**config.mk**
```make
export PLATFORM = sky130hd
export DESIGN_NAME = adac_fifo
export DESIGN_NICKNAME = d
export VERILOG_FILES = /design/src/rtl/adac_pkg.sv /design/src/rtl/adac_fifo.sv
export SDC_FILE = /design/constraint.sdc
export NUM_CORES = 1
export LEC_CHECK = 0
export BUFFER_PORTS_ARGS = -buffer_cell sky130_fd_sc_hd__clkbuf_2
export CAP_MARGIN = 20
export CORE_UTILIZATION = 45
export DETAILED_ROUTE_END_ITERATION = 7
export PLACE_DENSITY_LB_ADDON = 0.2
export SLEW_MARGIN = 30
export SYNTH_ARGS = -nofsm -noshare
export SYNTH_HDL_FRONTEND = slang
export SYNTH_SLANG_ARGS = --single-unit
```
**constraint.sdc**
```tcl
create_clock -name clk -period 1.8 [get_ports clk]
set_input_delay 0.18 -clock clk [delete_from_list [all_inputs] [get_ports clk]]
set_output_delay 0.18 -clock clk [all_outputs]
set_load 0.01 [all_outputs]
```
**src/rtl/adac_pkg.sv**
```systemverilog
`default_nettype none

package adac_pkg;

  typedef enum logic [1:0] {
    OP_HDR = 2'd0,
    OP_DIM = 2'd1,
    OP_IDX = 2'd2,
    OP_NOP = 2'd3
  } op_t;

  typedef enum logic [1:0] {
    CMD_HDR,
    CMD_DIM,
    CMD_IDX
  } cmd_kind_t;

  typedef enum logic [1:0] {
    ST_IDLE,
    ST_ACC,
    ST_ADDR
  } back_state_t;

  localparam int unsigned QUEUE_DEPTH = 2;
  localparam int unsigned QPTR_W      = 1;

  typedef struct packed {
    cmd_kind_t   kind;
    logic [3:0]  id;
    logic [3:0]  pos;
    logic [31:0] word_a;
    logic [31:0] word_b;
    logic        last;
  } cmd_t;

  typedef struct packed {
    logic [31:0] address;
    logic [3:0]  id;
    logic        count_ok;
  } res_t;

endpackage

`default_nettype wire

```
**src/rtl/adac_fifo.sv**
```systemverilog
`default_nettype none

module adac_fifo
  import adac_pkg::*;
#(
  parameter int unsigned WIDTH = 8
) (
  input  wire logic             clk,
  input  wire logic             rst,
  input  wire logic             push,
  input  wire logic [WIDTH-1:0] wdata,
  output logic                  full,
  input  wire logic             pop,
  output logic [WIDTH-1:0]      rdata,
  output logic                  empty
);

  logic [WIDTH-1:0]  mem [QUEUE_DEPTH];
  logic [QPTR_W-1:0] wr_ptr;
  logic [QPTR_W-1:0] rd_ptr;
  logic [QPTR_W:0]   count;
  logic              do_push;
  logic              do_pop;

  assign full    = (count == (QPTR_W + 1)'(QUEUE_DEPTH));
  assign empty   = (count == '0);
  assign do_push = push && !full;
  assign do_pop  = pop && !empty;
  assign rdata   = mem[rd_ptr];

  always_ff @(posedge clk) begin
    if (do_push) begin
      mem[wr_ptr] <= wdata;
    end
  end

  always_ff @(posedge clk) begin
    if (rst) begin
      wr_ptr <= '0;
      rd_ptr <= '0;
      count  <= '0;
    end else begin
      if (do_push) begin
        wr_ptr <= wr_ptr + 1'b1;
      end
      if (do_pop) begin
        rd_ptr <= rd_ptr + 1'b1;
      end
      case ({do_push, do_pop})
        2'b10:   count <= count + 1'b1;
        2'b01:   count <= count - 1'b1;
        default: count <= count;
      endcase
    end
  end

endmodule

`default_nettype wire

```
==> summary.txt, run 1 <==
Slew headroom: 72.9%
CTS tree: yes
Final Core Density: 60.2%
Core ar.: 0.00158 sq mm
Dominant cell type by area after synthesis: edfxtp_1
Final RePlAce weighted congestion: 0.674
Vias in the first global route: 459
Critical Path AT: 1.51 ns
Drt initial violations: 6
RSZ-0062 raised after global routing: false
Crit Path Max Fanout: 8
Cells after Synth: 51
PwrDens: 1390 mW/mm^2
MaxCap Viol Count: 0
Layout cell share with drive strength beyond 1: 46.7%
Post-cts hold buffer count: 0
Fmax: 0.652 GHz
DRC Markers: 0
Vias: 455
Final worst path period share: 85.1%
Placed cell count: 87
CTS buffer count: 3
Final Hold Viols: 0
Tmin final: 1.53 ns
Final ANT Viol Nets: 0
Synth async-reset ratio: 0%
CTS H-tree depth: 1
Area Overhead vs Synth: 19.0%
Die Wd: 44.1 um
Post-DP HPWL: 782 um
Die height: 44.1 um
Post-Synth Adder-Cell Area: 1.57%
Req. time, crit path: 1.78 ns
Cell area after synthesis: 798 sq um
M1 wire length: 465 um
Max incr delay on CP: 0.42 ns
Routed wl met3: 49 um
Clock latency on the worst-skew pair: 0.30 ns
Via density: 5.00
Hold Path Class: input pin to flop
Crit Path Category: flop to flop
Synth area leaders: edfxtp_1 60%, dfxtp_1 13%, mux2_2 11%
Synth unique cells: 17
Net Count, Synth: 64
Highest Signal Layer: met3
Gr usage total: 13.1%
Die Area: 0.00195 sq mm
Outcome: completed
Most frequent cell after synthesis: edfxtp_1
Setup crit end kind: flop
Synth Flop Type: edfxtp_1
Worst Tran Pin Value: 0.406 ns
Setup TNS: 0 ns
Post-synthesis compound-gate area fraction: 3.45%
Post-synth EDFFs: 16
ANT cells: 0
First-pass GRT wire length: 1.81 mm
DRT Wirelength: 1.05 mm
DR WL/cell: 11.5 um
Synth cell count leaders: 16 x edfxtp_1, 8 x mux2_2, 5 x dfxtp_1
Max-slew violations: 0
Fin Clk Skew: 0.00967 ns
Finish-stage setup viols: 0
CTS max path bufs: 2
Mux contribution to synthesized area: 11.3%
Worst-path clk slew: 0.12 ns
Detailed-routed wire length on met2: 534 um
GR Overflow Total: 0
I/O pins: 22
Final non-filler cell total: 91
Critical Path, Cell by Cell: nand2b_2 -> inv_2 -> or3_1 -> inv_1
Site Rows: 14
Syn_area_per_cell: 15.7 sq um
CP max stage cell: dfxtp_1
Yosys Warn Count: 0
Drt first pass iters: 6
Initial antenna violation count: 0
Leakage power: 0.386 nW
Seq cells post-synth: 21
Share of the synthesized area in the top cell type: 60.2%
Sequential share of the synthesized area: 72.7%
Clock sinks: 21
Final-layout fill cell count: 127
Maximum number of pins on one net before global-route repair: 14
Resize count post-CTS: 0
Final net count: 89
Initial Util: 50.6%
Xor and xnor fraction of the mapped netlist area: 3.29%
Setup crit start kind: flop
Root Driver: clkbuf_4
Largest family of logic cells by synthesized area: multiplexers
Simple-gate portion of the synthesized area: 5.80%
I/O Buffers: 21
VDD IR max: 849 uV
Post-CTS Setup Inserts: 0
cell type report:
type	instances	area (sq um)	share of cell area, %
Clock buffer	3	22.5	2.37
Clock inverter	1	7.51	0.791
Inverter	3	11.3	1.19
Multi-Input combinational cell	26	203	21.3
Sequential cell	21	581	61.1
Tap cell	16	20.0	2.11
Timing Repair Buffer	21	105	11.1
logic make-up after synthesis:
group,after synthesis
DFF,21
and+or+nand+nor,9
muxes,8
AOI/OAI and AO/OA,5
buffers and inverters,4
xor gates and xnor gates,3
adders and majority gates,1
per-stage QoR:
step | hold WS [ns] | area, sq um | power (mW) | setup slack, ns
2_1_floorplan | 0.249 | 798 | 0.982 | 0.378
3_3_place_gp | 0.371 | 920 | 1.11 | 0.299
3_5_place_dp | 0.372 | 920 | 1.12 | 0.256
4_1_cts | 0.0399 | 950 | 1.35 | 0.234
5_1_grt | 0.0378 | 950 | 1.41 | 0.138
6_report | 0.0541 | 950 | 1.32 | 0.267
registers in the layout, summed over array words and instances (netlist names), named ones only:
signal / count
mem: 16
wr_ptr: 1
count: 2
rd_ptr: 1
layer usage:
layer  up-vias  global-route usage (%)
met5         -                       0
met2        14                    22.9
met1       204                    14.9
met4         0                    5.45
li1        237                       -
met3         0                    3.67
power by group:
part | switching, mW | internal, mW
clock | 0.140 | 0.0846
sequential | 0.0688 | 0.623
combinational | 0.194 | 0.212
total | 0.403 | 0.920
cells in the final DEF (no fill, tap or decap):
| cell | count |
|---|---|
| nand2_1 | 1 |
| and3_1 | 1 |
| or3_1 | 2 |
| nand2b_2 | 1 |
| clkbuf_4 | 3 |
| clkbuf_2 | 21 |
| edfxtp_1 | 16 |
| mux2_2 | 8 |
| inv_2 | 1 |
| nor2_1 | 4 |
| ha_1 | 1 |
| o21ai_0 | 2 |
| a21oi_1 | 2 |
| xor2_1 | 1 |
| clkinvlp_4 | 1 |
| o21a_1 | 1 |
| inv_1 | 2 |
| dfxtp_1 | 5 |
| xnor2_1 | 2 |
worst max-delay path, delay by kind of cell, from the launching register on:
family	cells	cell delay [ns]
buffers and inverters	2	0.30
AND/OR/NAND/NOR	2	0.49
flip-flops	1	0.42
path summary, 6_finish.rpt:
kind | from | end | slack, ns | cells after the start
worst max-delay path | count[0] | mem[0][1] | 0.27 | 4
worst min-delay path | wdata[7] | mem[1][7] | 0.05 | 1
worst max register to register | count[0] | mem[0][1] | 0.27 | 4
worst min register to register | wr_ptr | wr_ptr | 0.49 | 2
No activity file was read; power rests on OpenSTA's default activity.
==> inputs of run 2 (changes only) <==
Settings changed: BUFFER_PORTS_ARGS -buffer_cell sky130_fd_sc_hd__clkbuf_2 to default, CELL_PAD_IN_SITES_DETAIL_PLACEMENT from default to 0, CELL_PAD_IN_SITES_GLOBAL_PLACEMENT from default to 1, DONT_BUFFER_PORTS from default to 1, GPL_TIMING_DRIVEN from default to 0.
==> summary.txt, run 2 (same netlist as run 1, synthesis figures left out) <==
Outcome: finished with violations
Violated checks: DRC
Slew headroom: 72.2%
Req. time, crit path: 1.77 ns
Fin Clk Skew: 0.00259 ns
Worst Tran Pin Value: 0.416 ns
Final RePlAce weighted congestion: 0.644
Drt initial violations: 7
Hold Path Origin: push
Initial antenna violation count: 0
DRT Wirelength: 1.11 mm
Fmax: 0.629 GHz
Max-slew violations: 0
Setup crit start kind: flop
RR Startpoint: count[0]
Cell family with most CP delay: simple AND/OR/NAND/NOR gates
Setup WS post-layout: 0.209 ns
I/O pins: 22
Largest register by flop count: mem
Site Rows: 14
Drt first pass iters: 5
I/O Buffers: 0
First-pass GRT wire length: 1.75 mm
Final-layout fill cell count: 129
Clock sinks: 21
CP max stage cell: dfxtp_1
Area Overhead vs Synth: 17.2%
Leakage power: 0.341 nW
CTS H-tree depth: 1
MaxCap Viol Count: 0
Crit Path Category: flop to flop
Commonest non-fill, non-tap cell in the layout: edfxtp_1
Critical Path, Cell by Cell: nand2b_2 -> inv_2 -> or3_1 -> inv_1
Root Driver: clkbuf_4
WP buf/inv: 2
Final Hold Viols: 0
Die height: 44.1 um
Worst-path clk slew: 0.11 ns
CTS max path bufs: 2
PwrDens: 1340 mW/mm^2
CTS buffer count: 3
Maximum number of pins on one net before global-route repair: 13
Core ar.: 0.00158 sq mm
Initial Util: 50.6%
DR WL/cell: 13.9 um
Crit Path Max Fanout: 8
Reg-to-reg endpoint: mem[0][4]
Finish-stage setup viols: 0
Vias in the first global route: 447
Clock latency on the worst-skew pair: 0.29 ns
Die Area: 0.00195 sq mm
Top Registers: mem: 16 flops, count: 2 flops
Max incr delay on CP: 0.44 ns
DRC Markers: 2
Layout cell share with drive strength beyond 1: 21.9%
Critical Path AT: 1.56 ns
Hold path cells: 3
GR Overflow Total: 0
VDD IR max: 780 uV
FF-to-FF path depth: 4
Worst Hold Endpoint: wr_ptr
Final net count: 78
Final worst path period share: 88.4%
Max FFs per register: 16
Hold Path Class: input pin to flop
Resize count post-CTS: 0
Setup TNS: 0 ns
Setup slack, reg-to-reg: 0.21 ns
Post-cts hold buffer count: 9
Vias: 443
Die Wd: 44.1 um
CTS tree: yes
RSZ-0062 raised after global routing: false
Gr usage total: 12.5%
Via density: 5.54
Tmin final: 1.59 ns
ANT cells: 0
Final ANT Viol Nets: 0
Commonest cells after routing, fill and taps aside: 16 x edfxtp_1, 9 x dlygate4sd3_1, 8 x mux2_2, 5 x dfxtp_1, 4 x nor2_1
Worst slack, placed: 0.206 ns
Post-CTS Setup Inserts: 0
Setup crit end kind: flop
## run 2: cell count changes in the layout (fill, tap and decap cells not counted)
cell	before	now
clkinvlp_4	1	0
clkbuf_2	21	0
clkbuf_1	0	1
clkinv_2	0	1
dlygate4sd3_1	0	9
## run 2: area by class of cell
| cell class | count | area, sq um | area share [%] |
|---|---|---|---|
| Timing Repair Buffer | 9 | 90.1 | 9.63 |
| Multi-Input combinational cell | 26 | 203 | 21.7 |
| Clock buffer | 3 | 22.5 | 2.41 |
| Sequential cell | 21 | 581 | 62.0 |
| Inverter | 3 | 11.3 | 1.20 |
| Tap cell | 16 | 20.0 | 2.14 |
| Buffer | 1 | 3.75 | 0.401 |
| Clock inverter | 1 | 5.00 | 0.535 |
## run 2: stage by stage
stage / power, mW / cells / instance area (sq um) / hold WS (ns) / utilization, %
finish: 1.26 / 80 / 936 / 0.143 / 59.4
global route: 1.33 / 80 / 936 / 0.170 / 59.4
CTS: 1.27 / 80 / 936 / 0.134 / 59.4
detailed placement: 1.04 / 67 / 818 / 0.255 / 51.9
global placement: 1.02 / 67 / 818 / 0.250 / 51.9
floorplan: 0.982 / 51 / 798 / 0.249 / -
## run 2: how the worst max path moves through the flow
| stage | startpoint | end | slack [ns] | depth (start not counted) |
|---|---|---|---|---|
| final | count[0] | mem[0][4] | 0.21 | 4 |
| after global routing | count[0] | mem[0][3] | 0.09 | 4 |
| after CTS | count[0] | mem[0][1] | 0.19 | 4 |
| after detailed placement | count[0] | mem[0][6] | 0.21 | 4 |
| after global placement | count[0] | mem[0][7] | 0.29 | 4 |
| after floorplan | count[0] | mem[0][0] | 0.38 | 4 |
## run 2: routing by layer
layer,global-route usage (%),up-vias,routed length [um]
met5,0,-,0
met4,3.64,0,0
met3,3.67,0,76
met2,23.8,15,578
met1,13.2,215,456
li1,-,213,-
## run 2: power by group
part	switching [mW]	internal [mW]	total, mW
logic	0.206	0.168	0.373
registers	0.0501	0.623	0.673
clock network	0.126	0.0825	0.208
## run 2: worst register-to-register path: stages (launching register included)
cell and delay (ns):
dfxtp_1 0.44, nand2b_2 0.19, inv_2 0.06, or3_1 0.32, inv_1 0.27
