**src/rtl/adac_pkg.sv**
```systemverilog
`default_nettype none

package adac_pkg;

  typedef enum logic [1:0] {
    OP_HDR = 2'd0,
    OP_DIM = 2'd1,
    OP_IDX = 2'd2,
    OP_NOP = 2'd3
  } op_t;

  typedef enum logic [1:0] {
    CMD_HDR,
    CMD_DIM,
    CMD_IDX
  } cmd_kind_t;

  typedef enum logic [1:0] {
    ST_IDLE,
    ST_ACC,
    ST_ADDR
  } back_state_t;

  localparam int unsigned QUEUE_DEPTH = 2;
  localparam int unsigned QPTR_W      = 1;

  typedef struct packed {
    cmd_kind_t   kind;
    logic [3:0]  id;
    logic [3:0]  pos;
    logic [31:0] word_a;
    logic [31:0] word_b;
    logic        last;
  } cmd_t;

  typedef struct packed {
    logic [31:0] address;
    logic [3:0]  id;
    logic        count_ok;
  } res_t;

endpackage

`default_nettype wire

```
**src/rtl/adac_front.sv**
```systemverilog
`default_nettype none

module adac_front
  import adac_pkg::*;
#(
  parameter int unsigned MAX_ARRAYS = 16,
  parameter int unsigned MAX_DIMS   = 16
) (
  input  wire logic        push,
  output logic             full,
  input  wire logic [1:0]  opcode,
  input  wire logic [3:0]  array_id,
  input  wire logic [3:0]  dim_pos,
  input  wire logic [31:0] word_a,
  input  wire logic [31:0] word_b,
  input  wire logic        last_index,
  output cmd_t             cmd,
  output logic             cmd_push,
  input  wire logic        cmd_full
);

  logic [3:0] id_lut  [16];
  logic [3:0] pos_lut [16];

  for (genvar i = 0; i < 16; i++) begin : g_lut
    assign id_lut[i]  = 4'(i % MAX_ARRAYS);
    assign pos_lut[i] = 4'(i % MAX_DIMS);
  end

  assign full     = cmd_full;
  assign cmd_push = push && !cmd_full && (opcode != OP_NOP);

  always_comb begin
    cmd.id     = id_lut[array_id];
    cmd.pos    = pos_lut[dim_pos];
    cmd.word_a = word_a;
    cmd.word_b = word_b;
    cmd.last   = last_index;
    cmd.kind   = CMD_IDX;
    unique case (opcode)
      OP_HDR: begin
        cmd.kind = CMD_HDR;
        cmd.pos  = dim_pos;
      end
      OP_DIM: begin
        cmd.kind   = CMD_DIM;
        cmd.word_b = word_b - word_a + 32'd1;
      end
      OP_IDX:  cmd.kind = CMD_IDX;
      default: cmd.kind = CMD_IDX;
    endcase
  end

endmodule

`default_nettype wire

```
**config.mk**
```make
export PLATFORM = sky130hd
export DESIGN_NAME = adac_front
export DESIGN_NICKNAME = d
export VERILOG_FILES = /design/src/rtl/adac_pkg.sv /design/src/rtl/adac_front.sv
export SDC_FILE = /design/constraint.sdc
export NUM_CORES = 1
export LEC_CHECK = 0
export BUFFER_PORTS_ARGS = -buffer_cell sky130_fd_sc_hd__buf_2
export CAP_MARGIN = 10
export CORE_MARGIN = 2
export CORE_UTILIZATION = 44
export DETAILED_ROUTE_END_ITERATION = 10
export PLACE_DENSITY = 0.81
export SETUP_SLACK_MARGIN = 0.3
export SYNTH_ARGS = -nofsm -noshare
export SYNTH_HDL_FRONTEND = slang
export SYNTH_SLANG_ARGS = --single-unit
export TNS_END_PERCENT = 10
```
**constraint.sdc**
```tcl
create_clock -name vclk -period 2.9
set_input_delay 0.29 -clock vclk [all_inputs]
set_output_delay 0.29 -clock vclk [all_outputs]
set_load 0.01 [all_outputs]
```
==> results of run 1 <==
layer usage:
layer	wire length [microns]	track usage [%]	up-vias
li1	-	-	1800
met1	3720	27.3	1642
met3	560	1.71	18
met5	0	0	-
met2	4560	41.6	145
met4	119	2.98	0
cell usage in the layout (no fill, tap or decap), types with 2 or more instances in the layout:
cell type / Yosys / routed
inv_4: 0 / 2
o21ai_4: 0 / 2
nand4_1: 8 / 8
nand2_1: 54 / 54
a211oi_1: 3 / 3
nor3b_1: 3 / 2
a21oi_2: 0 / 7
and3_1: 9 / 8
buf_2: 1 / 129
xor2_1: 11 / 11
nor3_1: 6 / 6
a31oi_4: 0 / 2
a21oi_1: 31 / 24
o211ai_1: 5 / 5
o21ai_1: 4 / 9
buf_4: 43 / 61
and4_1: 4 / 3
o21bai_1: 4 / 3
buf_6: 0 / 7
ha_4: 0 / 22
nand3_1: 11 / 10
o21ai_0: 27 / 19
nor2_1: 16 / 16
o31ai_2: 0 / 3
inv_2: 0 / 5
a21o_1: 17 / 17
a221o_1: 2 / 2
ha_2: 0 / 2
a211o_1: 3 / 3
ha_1: 61 / 37
a31oi_1: 4 / 2
inv_1: 47 / 38
xnor2_1: 9 / 9
o311ai_2: 0 / 2
o21a_1: 8 / 8
where the power goes:
| group | internal [W] | switching, W |
|---|---|---|
| sequential | 0 | 0 |
| clock | 0 | 0 |
| combinational | 0.000542 | 0.000566 |
repair_timing:
action	CTS	global route
gates resized for setup	28	30
pin swaps	27	19
buffers inserted	0	2
setup endpoints to repair	23	23
path summary, 6_finish.rpt:
check	startpoint	slack, ps	to	cells past startpoint
max	word_a[2]	-170	cmd[31]	12
min	last_index	580	cmd[0]	0
critical path: stages:
cell	delay [ps]
buf_6	90
inv_8	30
ha_4	270
ha_4	200
a211oi_4	250
nor3_2	70
or4b_4	560
a311oi_4	330
o31a_4	190
o21ai_2	50
a221o_1	300
buf_2	140
per-stage QoR:
step	worst slack (ps)	utilization [%]	hold WS, ps
final	-168	66.0	580
after global placement	-293	62.0	580
after CTS	-197	64.2	580
after floorplan	32.3	-	626
after detailed placement	-329	62.0	580
after global routing	-278	66.0	580
area by class of cell:
class,instances,area [sq um],area share (%)
multi-input combinational,332,2920,66.2
inverter,47,194,4.40
timing repair buffer,198,1200,27.1
tap,80,100,2.27
cells by family (layout without fill, tap and decap cells):
group / Yosys count / count (layout)
AOI/OAI and AO/OA: 129 / 129
xor gates and xnor gates: 20 / 20
adders and majority gates: 62 / 62
buffers and inverters: 107 / 245
muxes: 1 / 1
and+or+nand+nor: 120 / 120
==> flow_metrics.tcl, run 1 <==
set metrics [dict create \
    critPathLaunchType "input pin" \
    post_synth_fa_ha_maj_area_fraction_pct 26.1 \
    floorplan.die_area_sq_mm 0.00749 \
    finalWorstPathRequiredPeriod_ps 3070 \
    place.detailed.hpwl_microns 7290 \
    finalSetupViolCount 16 \
    finalNetCount 718 \
    holdBufCountCts 0 \
    synthXorXnorAreaFrac_pct 5.84 \
    seq_cell_count 0 \
    via_per_inst 5.49 \
    synth_area_in_simple_gates_pct 19.4 \
    diodes 0 \
    syn-cell-area_sq_mm 0.00300 \
    vias_in_the_first_global_route 3265 \
    layout.clock_buffers 0 \
    grt_antenna_before_repair 0 \
    number_of_top_level_design_ports 154 \
    post_synth_most_frequent_cells "61 x ha_1, 54 x nand2_1, 47 x inv_1" \
    synth_warnings 0 \
    slew_headroom_pct 70.4 \
    synthesis.instances 439 \
    synth_compound_area_share_pct 29.4 \
    layout_worst_path_cycle_share_pct 106 \
    timing.fmax_mhz 326 \
    run_status "finished with violations" \
    path_max_fanout 3 \
    power.leakage_nw 2.33 \
    setup-tns-final_ps -1280 \
    timing.final.hold_violations 0 \
    drc 0 \
    rows 30 \
    total_power_w 0.00111 \
    netlist_top_cells_area "ha_1 25%, buf_4 11%, nand2_1 6.8%" \
    fillers 565 \
    place_inst 655 \
    die_w_microns 86.6 \
    port_buffers 136 \
    timing_worst_slew_pin_value_ps 443 \
    yosys.area.top_type_share_pct 25.4 \
    layout.cells.non_filler 657 \
    drt-pass1-iter-count 6 \
    syn_nets 578 \
    cp.required_ps 2610 \
    die_y_microns 86.6 \
    drive_above_1_share_pct 46.8 \
    critical_path_class "in -> out" \
    cp_data_arrival_time_ps 2780 \
    globalRouteTotalUtil_pct 21.9 \
    post-synth-top-area-cell "ha_1" \
    route.detailed.wl_per_inst_microns 13.6 \
    start_util_pct 44.9 \
    synth.yosys.seq_area_share_pct 0 \
    core_region_area_sq_mm 0.00668 \
    vias 3605 \
    synthesis_to_layout_area_growth_pct 47.1 \
    netlist-cell-type-count 53 \
    yosys-mux-area-fraction_pct 0.501 \
    detail_route.iter0.violations 142 \
    seqCellArea_sq_um 0 \
    holdCritPathClass "in -> out" \
    grt_pass1_wl_microns 14000 \
    failing_checks "negative setup slack" \
    synth.avg_cell_area_sq_um 6.83 \
    totalWireLength_microns 8970 \
    max-cap-violations 0 \
    grt.overflow.total 0 \
    globalplace.congestion 0.906 \
    dominant_combinational_cell_family_by_area_after_synthesis "compound AO/OA/AOI/OAI gates" \
    final_design_area_no_fill_sq_mm 0.00441 \
    largest_vdd_supply_drop_mv 0.130 \
    dpl-instance-area_sq_mm 0.00414 \
    rsz0062_at_grt "yes" \
    grt_start_max_net_pins 31 \
    powerDensity_mw_per_mm2 251 \
    final-max-slew-violation-count 0 \
    synth.most_common_cell "ha_1" \
    postLayoutSetupSlackWorst_ps -168 \
    end_kind "primary output" \
    drt.antenna.violating_nets 0 \
]
Note: power is estimated with default switching activity, not from simulation.
==> run 2: changes to the inputs <==
- CORE_UTILIZATION: 44 -> 49
- GPL_TIMING_DRIVEN: not set -> 0
- PLACE_DENSITY: 0.81 -> 0.85
- clock period: 2.9 -> 3.1 ns (I/O delays scaled with it)
==> run 2 against run 1 <==
Against the previous run: the flow still finishes with violations (negative setup slack); global-route usage grew 3.4 points; total power is 8.5% lower; worst setup slack better by 100 ps; flip-flop and latch count is the same; final cell count increased by 2.0%; critical path depth stayed put; combinational power down 9%; via count grew 4.2%; hold slack improved by 220 ps; critical path type unchanged.
==> flow_metrics.tcl, run 2 (synthesis gave the netlist of run 1 again) <==
set metrics [dict create \
    timing.critical_path.slowest_cell_delay_ps 360 \
    port_buffers 145 \
    grt_antenna_before_repair 0 \
    postLayoutSetupSlackWorst_ps -65.6 \
    crit_top_cell "buf_2" \
    finalSetupViolCount 6 \
    cp.required_ps 2790 \
    critPathLaunchType "input pin" \
    drc 0 \
    core_region_area_sq_mm 0.00592 \
    grt.overflow.total 0 \
    timing_worst_slew_pin_value_ps 589 \
    final-max-slew-violation-count 0 \
    via_per_inst 5.60 \
    holdCritPathClass "in -> out" \
    timing.fmax_mhz 316 \
    detail_route.iter0.violations 318 \
    place_inst 659 \
    rows 28 \
    place.detailed.hpwl_microns 7200 \
    dpl-instance-area_sq_mm 0.00409 \
    vias 3755 \
    max-cap-violations 0 \
    number_of_top_level_design_ports 154 \
    run_status "finished with violations" \
    globalplace.congestion 0.844 \
    final_design_area_no_fill_sq_mm 0.00448 \
    max_stage_delay_cell_worst_path "ha_2" \
    cp_data_arrival_time_ps 2860 \
    start_util_pct 50.7 \
    hold_path.startpoint "last_index" \
    synthesis_to_layout_area_growth_pct 49.4 \
    drive_above_1_share_pct 46.7 \
    grt_start_max_net_pins 11 \
    finalNetCount 736 \
    slew_headroom_pct 60.8 \
    fillers 464 \
    layout.clock_buffers 0 \
    holdBufCountCts 0 \
    power.leakage_nw 2.37 \
    layout.cells.non_filler 670 \
    die_w_microns 82.2 \
    diodes 0 \
    critical_path_class "in -> out" \
    vias_in_the_first_global_route 3290 \
    rsz0062_at_grt "yes" \
    mostFrequentLayoutCell "buf_2" \
    largest_vdd_supply_drop_mv 0.136 \
    worstPathCellList "buf_2 > inv_1 > ha_1 > ha_2 > o21a_4 > a2111oi_4 > o21bai_2 > or3_4 > o211ai_4 > o211a_1 > o311ai_2 > buf_2" \
    globalRouteTotalUtil_pct 25.3 \
    seq_cell_count 0 \
    end_kind "primary output" \
    powerDensity_mw_per_mm2 226 \
    whs_endpoint "cmd[0]" \
    drt.antenna.violating_nets 0 \
    layout_worst_path_cycle_share_pct 102 \
    path_max_fanout 7 \
    die_y_microns 82.2 \
    failing_checks "negative setup slack" \
    hold_path_cells 2 \
    seqCellArea_sq_um 0 \
    mostFrequentLayoutCells "137 x buf_2, 54 x buf_4, 54 x nand2_1, 39 x inv_1, 37 x ha_1" \
    multiInputGateArea_sq_mm 0.00292 \
    timing.final.hold_violations 0 \
    grt_pass1_wl_microns 14200 \
    floorplan.die_area_sq_mm 0.00676 \
    totalWireLength_microns 9670 \
    drt-pass1-iter-count 5 \
    route.detailed.wl_per_inst_microns 14.4 \
    finalWorstPathRequiredPeriod_ps 3170 \
]
==> run 2: changes by cell type in the layout (fill, tap and decap cells not counted), moves of 2 or more <==
| cell | delta |
|---|---|
| clkbuf_1 | +12 |
| ha_4 | -3 |
| o21ai_1 | -7 |
| buf_2 | +8 |
| ha_2 | +3 |
| buf_4 | -7 |
| o21ai_0 | +5 |
| o21ai_2 | +3 |
| buf_6 | +2 |
==> run 2: worst max-delay path by stage <==
| stage | from | end | slack [ps] | cells past startpoint |
|---|---|---|---|---|
| floorplan | word_a[2] | cmd[31] | 190 | 10 |
| CTS | word_a[13] | cmd[29] | -70 | 13 |
| detailed placement | word_a[13] | cmd[29] | -270 | 13 |
| finish | word_a[14] | cmd[29] | -70 | 12 |
| global route | word_a[14] | cmd[29] | -160 | 12 |
| global placement | word_a[13] | cmd[29] | -260 | 13 |
==> run 2: through the flow <==
step	setup WS, ps	hold slack, ps	setup TNS, ps	utilization, %	power (W)
after global placement	-255	804	-1580	69.1	0.000849
final	-65.6	803	-160	75.7	0.00101
after CTS	-68.0	805	-205	73.1	0.000939
after floorplan	192	666	0	-	0.000627
after global routing	-161	816	-864	75.7	0.00111
after detailed placement	-269	805	-1980	69.1	0.000870
==> run 2: critical path, delay by kind of cell <==
family / cells / cell delay (ps)
and+or+nand+nor: 1 / 350
buffers and inverters: 3 / 290
adders and majority gates: 2 / 640
AOI/OAI and AO/OA: 6 / 1260
==> run 2: layer usage <==
metal,vias to the layer above,part of all wire [%],track usage [%]
li1,1830,-,-
met1,1732,41,32.1
met2,172,50,47.8
met3,21,7.4,1.96
met4,0,1.4,2.17
met5,-,0,0
==> run 2: area by class of cell <==
cell class / count / area share, %
Timing Repair Buffer: 156 / 19.5
Tap cell: 75 / 2.09
Inverter: 47 / 4.27
Multi-Input combinational cell: 332 / 65.1
Buffer: 60 / 8.94
==> run 2: what timing repair did <==
| action | 4_1_cts | 5_1_grt |
|---|---|---|
| pin swaps | 34 | 24 |
| setup buffers | 7 | 4 |
| setup endpoints to repair | 20 | 21 |
| gates resized for setup | 41 | 35 |
==> run 2: power by group <==
group / leakage [nW] / internal, W / switching (W) / total, W
combinational: 2.37 / 0.000478 / 0.000535 / 0.00101
sequential: 0 / 0 / 0 / 0
clock: 0 / 0 / 0 / 0
total: 2.37 / 0.000478 / 0.000535 / 0.00101
==> run 3: changes to the inputs <==
- BUFFER_PORTS_ARGS: -buffer_cell sky130_fd_sc_hd__buf_2 -> -buffer_cell sky130_fd_sc_hd__buf_4
==> run 3 against run 2 <==
Against the previous run: first-iteration DRC count fell by 8.8%; critical path type unchanged; the flow still finishes with violations (negative setup slack); critical path depth rose by 1; via count rose by 2.2%.
==> flow_metrics.tcl, run 3 (synthesis gave the netlist of run 1 again) <==
set metrics [dict create \
    run_status "finished with violations" \
    failing_checks "negative setup slack" \
    max-cap-violations 0 \
    fin_worst_hold_slack_ps 797 \
    holdCritPathClass "in -> out" \
    grt_pass1_wl_microns 15500 \
    floorplan.die_area_sq_mm 0.00676 \
    total_power_w 0.00112 \
    timing.critical_path.slowest_cell_delay_ps 590 \
    finalSetupViolCount 7 \
    drc 0 \
    post-place-ws_ps -284 \
    top_signal_layer_used "met4" \
    max_stage_delay_cell_worst_path "or4b_4" \
    cp.required_ps 2790 \
    globalplace.congestion 0.876 \
    setup-tns-final_ps -183 \
    path_max_fanout 4 \
    layout.clock_buffers 0 \
    rsz0062_at_grt "yes" \
    die_w_microns 82.2 \
    layout_worst_path_cycle_share_pct 102 \
    synthesis_to_layout_area_growth_pct 62.9 \
    grt.overflow.total 0 \
    critical_path_class "in -> out" \
    worstPathBufferInverterCount 4 \
    mostFrequentLayoutCells "189 x buf_4, 54 x nand2_1, 36 x ha_1, 35 x inv_1, 24 x a21oi_1" \
    number_of_top_level_design_ports 154 \
    end_kind "primary output" \
    timing.final.hold_violations 0 \
    port_buffers 145 \
    mostFrequentLayoutCell "buf_4" \
    timing_worst_slew_pin_value_ps 644 \
    drive_above_1_share_pct 47.3 \
    die_y_microns 82.2 \
    globalRouteTotalUtil_pct 28.3 \
    largest_vdd_supply_drop_mv 0.171 \
    diodes 0 \
    drt.antenna.violating_nets 0 \
    dpl-instance-area_sq_mm 0.00445 \
    worstPathCellList "buf_6 > inv_4 > ha_4 > inv_4 > ha_4 > a211oi_4 > nor3_2 > or4b_4 > a311oi_4 > o31a_4 > o21ai_1 > a221o_1 > buf_6" \
    core_region_area_sq_mm 0.00592 \
    rows 28 \
    final-max-slew-violation-count 0 \
    cp_data_arrival_time_ps 2860 \
    drt-pass1-iter-count 6 \
    route.detailed.wl_per_inst_microns 16.1 \
    vias 3836 \
    timing.fmax_mhz 315 \
    met3RoutedLength_microns 746 \
    finalWorstPathRequiredPeriod_ps 3170 \
    timing.critical_path.max_delay_family "compound AO/OA/AOI/OAI gates" \
    final_design_area_no_fill_sq_mm 0.00489 \
    start_util_pct 50.7 \
    critPathLaunchType "input pin" \
    met2_wirelength_microns 5800 \
    slew_headroom_pct 57.1 \
    timing.critical_path.from "word_b[1]" \
    seqCellArea_sq_um 0 \
    vias_in_the_first_global_route 3536 \
    wl_met1_microns 4120 \
    seq_cell_count 0 \
    powerDensity_mw_per_mm2 229 \
    detail_route.iter0.violations 290 \
    fillers 379 \
    holdBufCountCts 0 \
    totalWireLength_microns 10900 \
    power.leakage_nw 2.51 \
    hold_path.startpoint "dim_pos[0]" \
    postLayoutSetupSlackWorst_ps -70.3 \
    grt_start_max_net_pins 11 \
    via_per_inst 5.70 \
    place.detailed.hpwl_microns 7830 \
    grt_antenna_before_repair 0 \
    finalNetCount 739 \
]
[run 3: changes by cell type in the layout (fill, tap and decap cells not counted), sizes merged]
cell | before | now
buf | 203 | 207
clkbuf | 13 | 12
[run 3: layer usage]
metal  track usage (%)  vias up
li1                  -     1840
met1              32.9     1761
met4              5.67        0
met3              1.85       31
met2              55.7      204
met5                 0        -
[run 3: where the power goes]
group | switching [W] | internal [W] | total (W)
clock | 0 | 0 | 0
sequential | 0 | 0 | 0
combinational | 0.000563 | 0.000555 | 0.00112
total | 0.000563 | 0.000555 | 0.00112
[run 3: metrics by stage]
step	utilization, %	cells
after floorplan	-	439
after global placement	75.2	659
after detailed placement	75.2	659
after CTS	79.7	670
after global routing	82.5	673
final	82.5	673
[run 3: final cells by class]
| type | instances | area, sq um | share of cell area, % |
|---|---|---|---|
| inverters | 47 | 196 | 4.02 |
| repair buffers | 159 | 1250 | 25.7 |
| plain buffers | 60 | 404 | 8.27 |
| well taps | 75 | 93.8 | 1.92 |
| multi-input cells | 332 | 2940 | 60.1 |
[run 3: path summary, 6_finish.rpt]
kind              cells after the start       to  slack [ps]
hold / removal                        2  cmd[65]         800
setup / recovery                     13  cmd[31]         -70
[run 3: what timing repair did]
item / CTS / global route
setup buffers: 11 / 3
gates resized for setup: 43 / 43
pin swaps: 31 / 21
setup endpoints to repair: 20 / 23
